<file path="src/sv/jsu_pkg.sv">
package jsu_pkg;

	typedef enum logic [1:0] {
		MODE_PLAIN,
		MODE_ESC,
		MODE_HEX
	} mode_t;

	// character codes
	localparam logic [7:0] CH_BSLASH = 8'h5C;
	localparam logic [7:0] CH_SLASH  = 8'h2F;
	localparam logic [7:0] CH_QUOTE  = 8'h22;
	localparam logic [7:0] CH_B      = 8'h62;
	localparam logic [7:0] CH_F      = 8'h66;
	localparam logic [7:0] CH_N      = 8'h6E;
	localparam logic [7:0] CH_R      = 8'h72;
	localparam logic [7:0] CH_T      = 8'h74;
	localparam logic [7:0] CH_U      = 8'h75;
	localparam logic [7:0] CH_BS     = 8'h08;
	localparam logic [7:0] CH_FF     = 8'h0C;
	localparam logic [7:0] CH_LF     = 8'h0A;
	localparam logic [7:0] CH_CR     = 8'h0D;
	localparam logic [7:0] CH_TAB    = 8'h09;

	// utf-8 lead and continuation marks
	localparam logic [7:0] UTF_LEAD2 = 8'hC0;
	localparam logic [7:0] UTF_LEAD3 = 8'hE0;
	localparam logic [7:0] UTF_CONT  = 8'h80;

	// command queue between front and back
	localparam int QUEUE_AW    = 2;
	localparam int QUEUE_DEPTH = 1 << QUEUE_AW;
	localparam int QUEUE_CW    = QUEUE_AW + 1;

	// one command: up to three output bytes for one input byte
	typedef struct packed {
		logic [2:0][7:0] bytes;
		logic [1:0]      last_idx;
		logic            has_byte;
		logic            string_done;
		logic            bad_escape;
	} cmd_t;

	typedef struct packed {
		logic full;
		logic empty;
	} queue_status_t;

endpackage

</file>
<file path="src/sv/jsu_front.sv">
module jsu_front import jsu_pkg::*; (
	input  logic   clk,
	input  logic   arst_n,
	input  logic   accept,
	input  logic   [7:0] in_byte,
	output logic   push,
	output cmd_t   cmd
);

	mode_t       mode_q, mode_d;
	logic [1:0]  hex_cnt_q, hex_cnt_d;
	logic [11:0] acc_q, acc_d;
	logic        produce;
	logic [4:0]  hex_v;
	logic [15:0] cp;

	// hex digit value, bit 4 set when not a hex digit
	always_comb begin
		hex_v = 5'h10;
		if (in_byte >= 8'h30 && in_byte <= 8'h39) begin
			hex_v = {1'b0, in_byte[3:0]};
		end else if ((in_byte >= 8'h61 && in_byte <= 8'h66) ||
			(in_byte >= 8'h41 && in_byte <= 8'h46)) begin
			hex_v = {1'b0, in_byte[3:0] + 4'd9};
		end
	end

	assign cp = {acc_q, hex_v[3:0]};

	always_ff @(posedge clk or negedge arst_n) begin
		if (!arst_n) begin
			mode_q    <= MODE_PLAIN;
			hex_cnt_q <= '0;
			acc_q     <= '0;
		end else if (accept) begin
			mode_q    <= mode_d;
			hex_cnt_q <= hex_cnt_d;
			acc_q     <= acc_d;
		end
	end

	always_comb begin
		mode_d           = MODE_PLAIN;
		hex_cnt_d        = '0;
		acc_d            = '0;
		produce          = 1'b1;
		cmd.bytes        = '0;
		cmd.last_idx     = 2'd0;
		cmd.has_byte     = 1'b1;
		cmd.string_done  = 1'b0;
		cmd.bad_escape   = 1'b0;
		case (mode_q)
			MODE_ESC: begin
				case (in_byte)
					CH_BSLASH, CH_SLASH, CH_QUOTE: cmd.bytes[0] = in_byte;
					CH_B: cmd.bytes[0] = CH_BS;
					CH_F: cmd.bytes[0] = CH_FF;
					CH_N: cmd.bytes[0] = CH_LF;
					CH_R: cmd.bytes[0] = CH_CR;
					CH_T: cmd.bytes[0] = CH_TAB;
					CH_U: begin
						mode_d  = MODE_HEX;
						produce = 1'b0;
					end
					default: begin
						cmd.has_byte   = 1'b0;
						cmd.bad_escape = 1'b1;
					end
				endcase
			end
			MODE_HEX: begin
				if (hex_v[4]) begin
					cmd.has_byte   = 1'b0;
					cmd.bad_escape = 1'b1;
				end else if (hex_cnt_q != 2'd3) begin
					mode_d    = MODE_HEX;
					hex_cnt_d = hex_cnt_q + 2'd1;
					acc_d     = cp[11:0];
					produce   = 1'b0;
				end else if (cp[15:7] == '0) begin
					cmd.bytes[0] = cp[7:0];
				end else if (cp[15:11] == '0) begin
					cmd.bytes[0] = UTF_LEAD2 | {3'b000, cp[10:6]};
					cmd.bytes[1] = UTF_CONT | {2'b00, cp[5:0]};
					cmd.last_idx = 2'd1;
				end else begin
					cmd.bytes[0] = UTF_LEAD3 | {4'b0000, cp[15:12]};
					cmd.bytes[1] = UTF_CONT | {2'b00, cp[11:6]};
					cmd.bytes[2] = UTF_CONT | {2'b00, cp[5:0]};
					cmd.last_idx = 2'd2;
				end
			end
			default: begin
				if (in_byte == CH_BSLASH) begin
					mode_d  = MODE_ESC;
					produce = 1'b0;
				end else if (in_byte == CH_QUOTE) begin
					cmd.has_byte    = 1'b0;
					cmd.string_done = 1'b1;
				end else begin
					cmd.bytes[0] = in_byte;
				end
			end
		endcase
	end

	assign push = accept && produce;

endmodule

</file>
<file path="src/sv/jsu_queue.sv">
module jsu_queue import jsu_pkg::*; (
	input  logic          clk,
	input  logic          arst_n,
	input  logic          push,
	input  cmd_t          wr_cmd,
	input  logic          pop,
	output cmd_t          rd_cmd,
	output queue_status_t status
);

	cmd_t                mem_q [QUEUE_DEPTH];
	logic [QUEUE_AW-1:0] wr_ptr_q, rd_ptr_q;
	logic [QUEUE_CW-1:0] count_q;

	assign status.full  = (count_q == QUEUE_CW'(QUEUE_DEPTH));
	assign status.empty = (count_q == '0);
	assign rd_cmd       = mem_q[rd_ptr_q];

	always_ff @(posedge clk) begin
		if (push) begin
			mem_q[wr_ptr_q] <= wr_cmd;
		end
	end

	always_ff @(posedge clk or negedge arst_n) begin
		if (!arst_n) begin
			wr_ptr_q <= '0;
			rd_ptr_q <= '0;
			count_q  <= '0;
		end else begin
			if (push) begin
				wr_ptr_q <= wr_ptr_q + 1'b1;
			end
			if (pop) begin
				rd_ptr_q <= rd_ptr_q + 1'b1;
			end
			case ({push, pop})
				2'b10:   count_q <= count_q + 1'b1;
				2'b01:   count_q <= count_q - 1'b1;
				default: count_q <= count_q;
			endcase
		end
	end

endmodule

</file>
<file path="src/sv/jsu_back.sv">
module jsu_back import jsu_pkg::*; (
	input  logic          clk,
	input  logic          arst_n,
	input  cmd_t          head,
	input  queue_status_t status,
	output logic          pop,
	output logic          out_valid,
	input  logic          out_stall,
	output logic [7:0]    out_byte,
	output logic          has_byte,
	output logic          run_last,
	output logic          string_done,
	output logic          bad_escape
);

	logic [1:0] idx_q;
	logic       out_valid_q;
	logic [7:0] byte_q;
	logic       has_q, last_q, done_q, bad_q;
	logic       load, take, at_last;
	logic [7:0] sel_byte;

	assign load    = !out_valid_q || !out_stall;
	assign take    = load && !status.empty;
	assign at_last = (idx_q == head.last_idx);
	assign pop     = take && at_last;

	always_comb begin
		case (idx_q)
			2'd0:    sel_byte = head.bytes[0];
			2'd1:    sel_byte = head.bytes[1];
			default: sel_byte = head.bytes[2];
		endcase
	end

	always_ff @(posedge clk or negedge arst_n) begin
		if (!arst_n) begin
			idx_q       <= '0;
			out_valid_q <= 1'b0;
		end else begin
			if (load) begin
				out_valid_q <= !status.empty;
			end
			if (take) begin
				idx_q <= at_last ? 2'd0 : idx_q + 2'd1;
			end
		end
	end

	always_ff @(posedge clk) begin
		if (take) begin
			byte_q <= sel_byte;
			has_q  <= head.has_byte;
			last_q <= at_last;
			done_q <= head.string_done;
			bad_q  <= head.bad_escape;
		end
	end

	assign out_valid   = out_valid_q;
	assign out_byte    = byte_q;
	assign has_byte    = has_q;
	assign run_last    = last_q;
	assign string_done = done_q;
	assign bad_escape  = bad_q;

endmodule

</file>
<file path="src/sv/json_string_unescape.sv">
// channel | direction | handshake            | payload
// in      | input     | in_valid / in_stall  | in_byte
// out     | output    | out_valid / out_stall| out_byte has_byte run_last string_done bad_escape
//
// one input byte is taken per cycle while the four-entry command queue has room
// each result leaves through the output register at one per cycle unless out_stall holds it,
// so a \u escape that expands to three utf-8 bytes gives three results, one per utf-8 byte
// a result is written into the command queue on its input transfer and then loaded into the output register
// arst_n clears decode mode, queue pointers and the output valid
// in_stall rises only when the queue is full; out_stall holds the output register while out_valid is high
module json_string_unescape import jsu_pkg::*; (
	input  logic       clk,
	input  logic       arst_n,
	input  logic       in_valid,
	output logic       in_stall,
	input  logic [7:0] in_byte,
	output logic       out_valid,
	input  logic       out_stall,
	output logic [7:0] out_byte,
	output logic       has_byte,
	output logic       run_last,
	output logic       string_done,
	output logic       bad_escape
);

	logic          accept, push, pop;
	cmd_t          wr_cmd, head;
	queue_status_t status;

	assign in_stall = status.full;
	assign accept   = in_valid && !in_stall;

	jsu_front u_front (
		.clk    (clk),
		.arst_n (arst_n),
		.accept (accept),
		.in_byte(in_byte),
		.push   (push),
		.cmd    (wr_cmd)
	);

	jsu_queue u_queue (
		.clk    (clk),
		.arst_n (arst_n),
		.push   (push),
		.wr_cmd (wr_cmd),
		.pop    (pop),
		.rd_cmd (head),
		.status (status)
	);

	jsu_back u_back (
		.clk        (clk),
		.arst_n     (arst_n),
		.head       (head),
		.status     (status),
		.pop        (pop),
		.out_valid  (out_valid),
		.out_stall  (out_stall),
		.out_byte   (out_byte),
		.has_byte   (has_byte),
		.run_last   (run_last),
		.string_done(string_done),
		.bad_escape (bad_escape)
	);

	a_no_overflow: assert property (@(posedge clk) disable iff (!arst_n)
		!(push && status.full && !pop))
		else $error("command queue overflow");

	a_no_underflow: assert property (@(posedge clk) disable iff (!arst_n)
		!(pop && status.empty))
		else $error("command queue underflow");

	a_flag_alone: assert property (@(posedge clk) disable iff (!arst_n)
		(out_valid && (string_done || bad_escape)) |-> (!has_byte && run_last))
		else $error("status result carries a byte or is not last");

	a_flags_exclusive: assert property (@(posedge clk) disable iff (!arst_n)
		out_valid |-> !(string_done && bad_escape))
		else $error("done and bad escape together");

endmodule
</file>
<file path="config.mk">
export PLATFORM = sky130hd
export DESIGN_NAME = json_string_unescape
export DESIGN_NICKNAME = d
export VERILOG_FILES = /design/src/sv/jsu_pkg.sv /design/src/sv/jsu_front.sv /design/src/sv/jsu_queue.sv /design/src/sv/jsu_back.sv /design/src/sv/json_string_unescape.sv
export SDC_FILE = /design/constraint.sdc
export NUM_CORES = 1
export LEC_CHECK = 0
export BUFFER_PORTS_ARGS = -buffer_cell sky130_fd_sc_hd__buf_2
export CORE_ASPECT_RATIO = 0.9
export CORE_MARGIN = 10
export CORE_UTILIZATION = 61
export CTS_CLUSTER_SIZE = 12
export DETAILED_ROUTE_END_ITERATION = 16
export HOLD_SLACK_MARGIN = 0.06
export PLACE_DENSITY = 0.79
export SYNTH_ARGS = -nofsm -noshare
export SYNTH_HDL_FRONTEND = slang
export SYNTH_SLANG_ARGS = --single-unit
export TNS_END_PERCENT = 30
</file>
<file path="constraint.sdc">
create_clock -name clk -period 3.7 [get_ports clk]
set_clock_uncertainty 0.15 [all_clocks]
set_input_delay 0.925 -clock clk [delete_from_list [all_inputs] [get_ports clk]]
set_output_delay 0.925 -clock clk [all_outputs]
set_load 0.02 [all_outputs]
</file>
==> results.toml <==
[outcome]
status = "finished clean"

[synthesis]
synth_top_family_by_area = "compound AO/OA/AOI/OAI gates"
synth-seq-cells = 142
ys_types = 66
yosysWarnings = 0
synth_area_per_cell_um2 = 15.5
syn_inst = 408
yosysSeqAreaShare = 0.653
synth-simple-area-share = 0.0882
synthAdderAreaFrac = 0.0308
synth.area.mux_share = 0.0961
synth_xor_area_frac = 0.0138
synth_compound_area_frac = 0.0967
synth-main-ff-cell = "edfxtp_1"
synthArstFlopShare = 0.183
synth-edff-count = 116
synth_nets = 435
synthesis.area_um2 = 6330

[finish]
n_antenna_cell = 0
instances_no_fill = 598
drive_above_1_share = 0.239
fill_cells = 645
area_growth_pct = 16.0
multiInputGateArea_um2 = 2060
fin_nets = 483
seqCellArea_um2 = 4140

[clocking]
clockBufferDepth = 2
ctsHtreeMaxLevel = 4
cts_setup_buffers = 0
cts_tree = "done"
cts_made_buffers = 17
cts_hold_buf = 0
clkSlewWorstSetupHoldPaths_ps = 60
cts.sinks = 142
clk_latency_ps = 410
ctsRootBufferMaster = "clkbuf_16"
cts_resized = 0

[global_route]
grtUsageMet3 = 0.0563
grt_use_total = 0.196
grt_pass1_wl_um = 22000
gr-usage-met2 = 0.315
antenna_found_initial = 0
grt_pass1_vias = 3984
overflow = 0
grtUsageMet1 = 0.246
top_usage_layer = "met2"
grt_max_degree = 27

[run]
drv_cap = 0

[detailed_routing]
wire_per_inst_um = 23.3
drtAntennaViolNets = 0
dr_total_vias = 3885
drt_wl_total_um = 13900
vias_per_cell = 6.50
firstDrtPassIters = 5
drcViolationCount = 0
drt_iter0_drc = 463

[sta]
fin_crit_ps = 3160
setup_viol = 0
grt_setup_unrepaired = "no"
tightest_slew_ps = 1200
slew_headroom = 0.195
fin_setup_tns_ps = 0
clock.fmax_mhz = 316
period_share = 0.854
hold_viol = 0
slew_violations = 0

[setup_path]
max_stage_delay_ps = 520
crit_chain = "buf_2 -> inv_1 -> ha_1 -> nor3b_1 -> or4_1 -> nand2_1 -> a31oi_2 -> inv_1 -> ha_1 -> inv_1 -> fa_1 -> xor2_1 -> nor2_1 -> xor2_1"
cp_common_cell = "inv_1"
cp_slowest_cell = "or4_1"
crit_path_start = "in_byte[0]"
worstSetupPathType = "in -> reg"
crit_fanout = 7
crit_required_ps = 3890
path_buf_inv = 4
worst_setup_path_start_kind = "input pin"
crit_arrival_ps = 3350
r2r_start = "u_queue.rd_ptr_q[0]"
endpoint_kind = "flip-flop"
crit_family = "simple AND/OR/NAND/NOR gates"

[floorplanning]
die_h_um = 117
ioPinCount = 26
dieArea_um2 = 14900
start_util = 0.620
row_count = 35
core_area_um2 = 10200
die_w_um = 127

[placement]
place_inst = 566
hpwl_um = 9010
io_buffers = 25
gp_congestion = 0.910

[hold_path]
hp-class = "reg -> reg"
holdCritStartpoint = "u_front.hex_cnt_q[0]"

[pwr]
pwr_density_cell_nw_per_um2 = 771
peakVddDrop_v = 0.000675
leakage_nw = 2.71
## report_power, final
group          switching, mW  total [mW]  internal (mW)
logic                  0.951        1.66          0.711
clock network          0.647        1.69           1.04
registers              0.119        2.31           2.19
## placed cells by master, fill, tap and decap left out, types with 6 or more instances in the layout
master	instances
ha_1	14
and2_1	9
nand3_1	8
nor2_1	19
o21ai_0	8
buf_2	25
o21ai_1	9
a22o_1	17
inv_1	16
edfxtp_1	116
nand2_1	18
a221o_1	7
buf_4	15
mux4_2	26
dfrtp_1	25
xnor2_1	6
clkbuf_16	17
nor2b_1	10
## cells in the mapped netlist, drive strengths merged (5+ instances only)
| cell | count | share of area |
|---|---|---|
| a21oi | 6 | 0.0065 |
| a22o | 17 | 0.024 |
| and2 | 9 | 0.0089 |
| xnor2 | 6 | 0.0083 |
| a221o | 7 | 0.011 |
| nand2 | 20 | 0.013 |
| nand3 | 8 | 0.0063 |
| inv | 18 | 0.011 |
| nor2 | 19 | 0.011 |
| o21ai | 17 | 0.013 |
| and3 | 5 | 0.0049 |
| mux4 | 26 | 0.093 |
| clkbuf | 8 | 0.0047 |
| edfxtp | 116 | 0.55 |
| nor2b | 10 | 0.0099 |
| dfrtp | 26 | 0.10 |
| nor4 | 5 | 0.0049 |
| ha | 14 | 0.028 |
| buf | 7 | 0.0053 |
## worst reg2reg max path, delay by kind of cell (launching register included)
kind                     cells  cell delay (ps)
AND/OR/NAND/NOR              3              570
adder cells (fa/ha/maj)      2              570
multiplexers                 1              540
XOR/XNOR                     3              470
flip-flops                   1              410
buffers and inverters        1               60
## area by class of cell
cell class                 instances  area share
timing repair buffer              44      0.0433
sequential                       142       0.563
clock buffer                      22      0.0632
tap                              129      0.0220
multi-input combinational        232       0.281
inverter                          19     0.00971
clock inverter                    10      0.0177
## per-layer routing
metal / vias to the layer above / share of wire
li1: 1720 / -
met1: 1961 / 0.43
met2: 184 / 0.49
met3: 20 / 0.069
met4: 0 / 0.014
met5: - / 0
## flip-flops by register name, summed over array words and instances, names as in the netlist, 2 cells and up
register,flops
u_back.idx_q,2
u_back.out_byte,8
u_front.acc_q,12
u_front.hex_cnt_q,2
u_front.mode_q,2
u_queue.count_q,3
u_queue.mem_q,104
u_queue.rd_ptr_q,2
u_queue.wr_ptr_q,2
## cells by family after synthesis
group | count (synthesis)
buffers and inverters | 34
adders and majority gates | 15
DFF | 142
muxes | 28
and+or+nand+nor | 99
xor gates and xnor gates | 10
AOI/OAI and AO/OA | 80
## worst paths after layout
path / endpoint / slack (ps) / cells after the start
setup / recovery: u_queue.count_q[2] / 540 / 14
hold / removal: u_front.hex_cnt_q[0] / 340 / 1
setup reg to reg: u_queue.count_q[2] / 840 / 10
hold reg to reg: u_front.hex_cnt_q[0] / 340 / 1
max in group asynchronous: u_queue.rd_ptr_q[0] / 2620 / 1
min in group asynchronous: u_queue.count_q[0] / 360 / 1
## metrics by stage
| step | worst slack [ps] | hold slack, ps | power [mW] | cell area [um2] | util |
|---|---|---|---|---|---|
| 2_1_floorplan | 297 | 301 | 3.47 | 6330 | - |
| 3_3_place_gp | 173 | 318 | 3.95 | 6750 | 0.662 |
| 3_5_place_dp | 123 | 329 | 4.01 | 6750 | 0.662 |
| 4_1_cts | 553 | 341 | 5.71 | 7340 | 0.720 |
| 5_1_grt | 338 | 353 | 5.94 | 7340 | 0.720 |
| 6_report | 538 | 340 | 5.66 | 7340 | 0.720 |
Power figures use the tool's default switching activity.
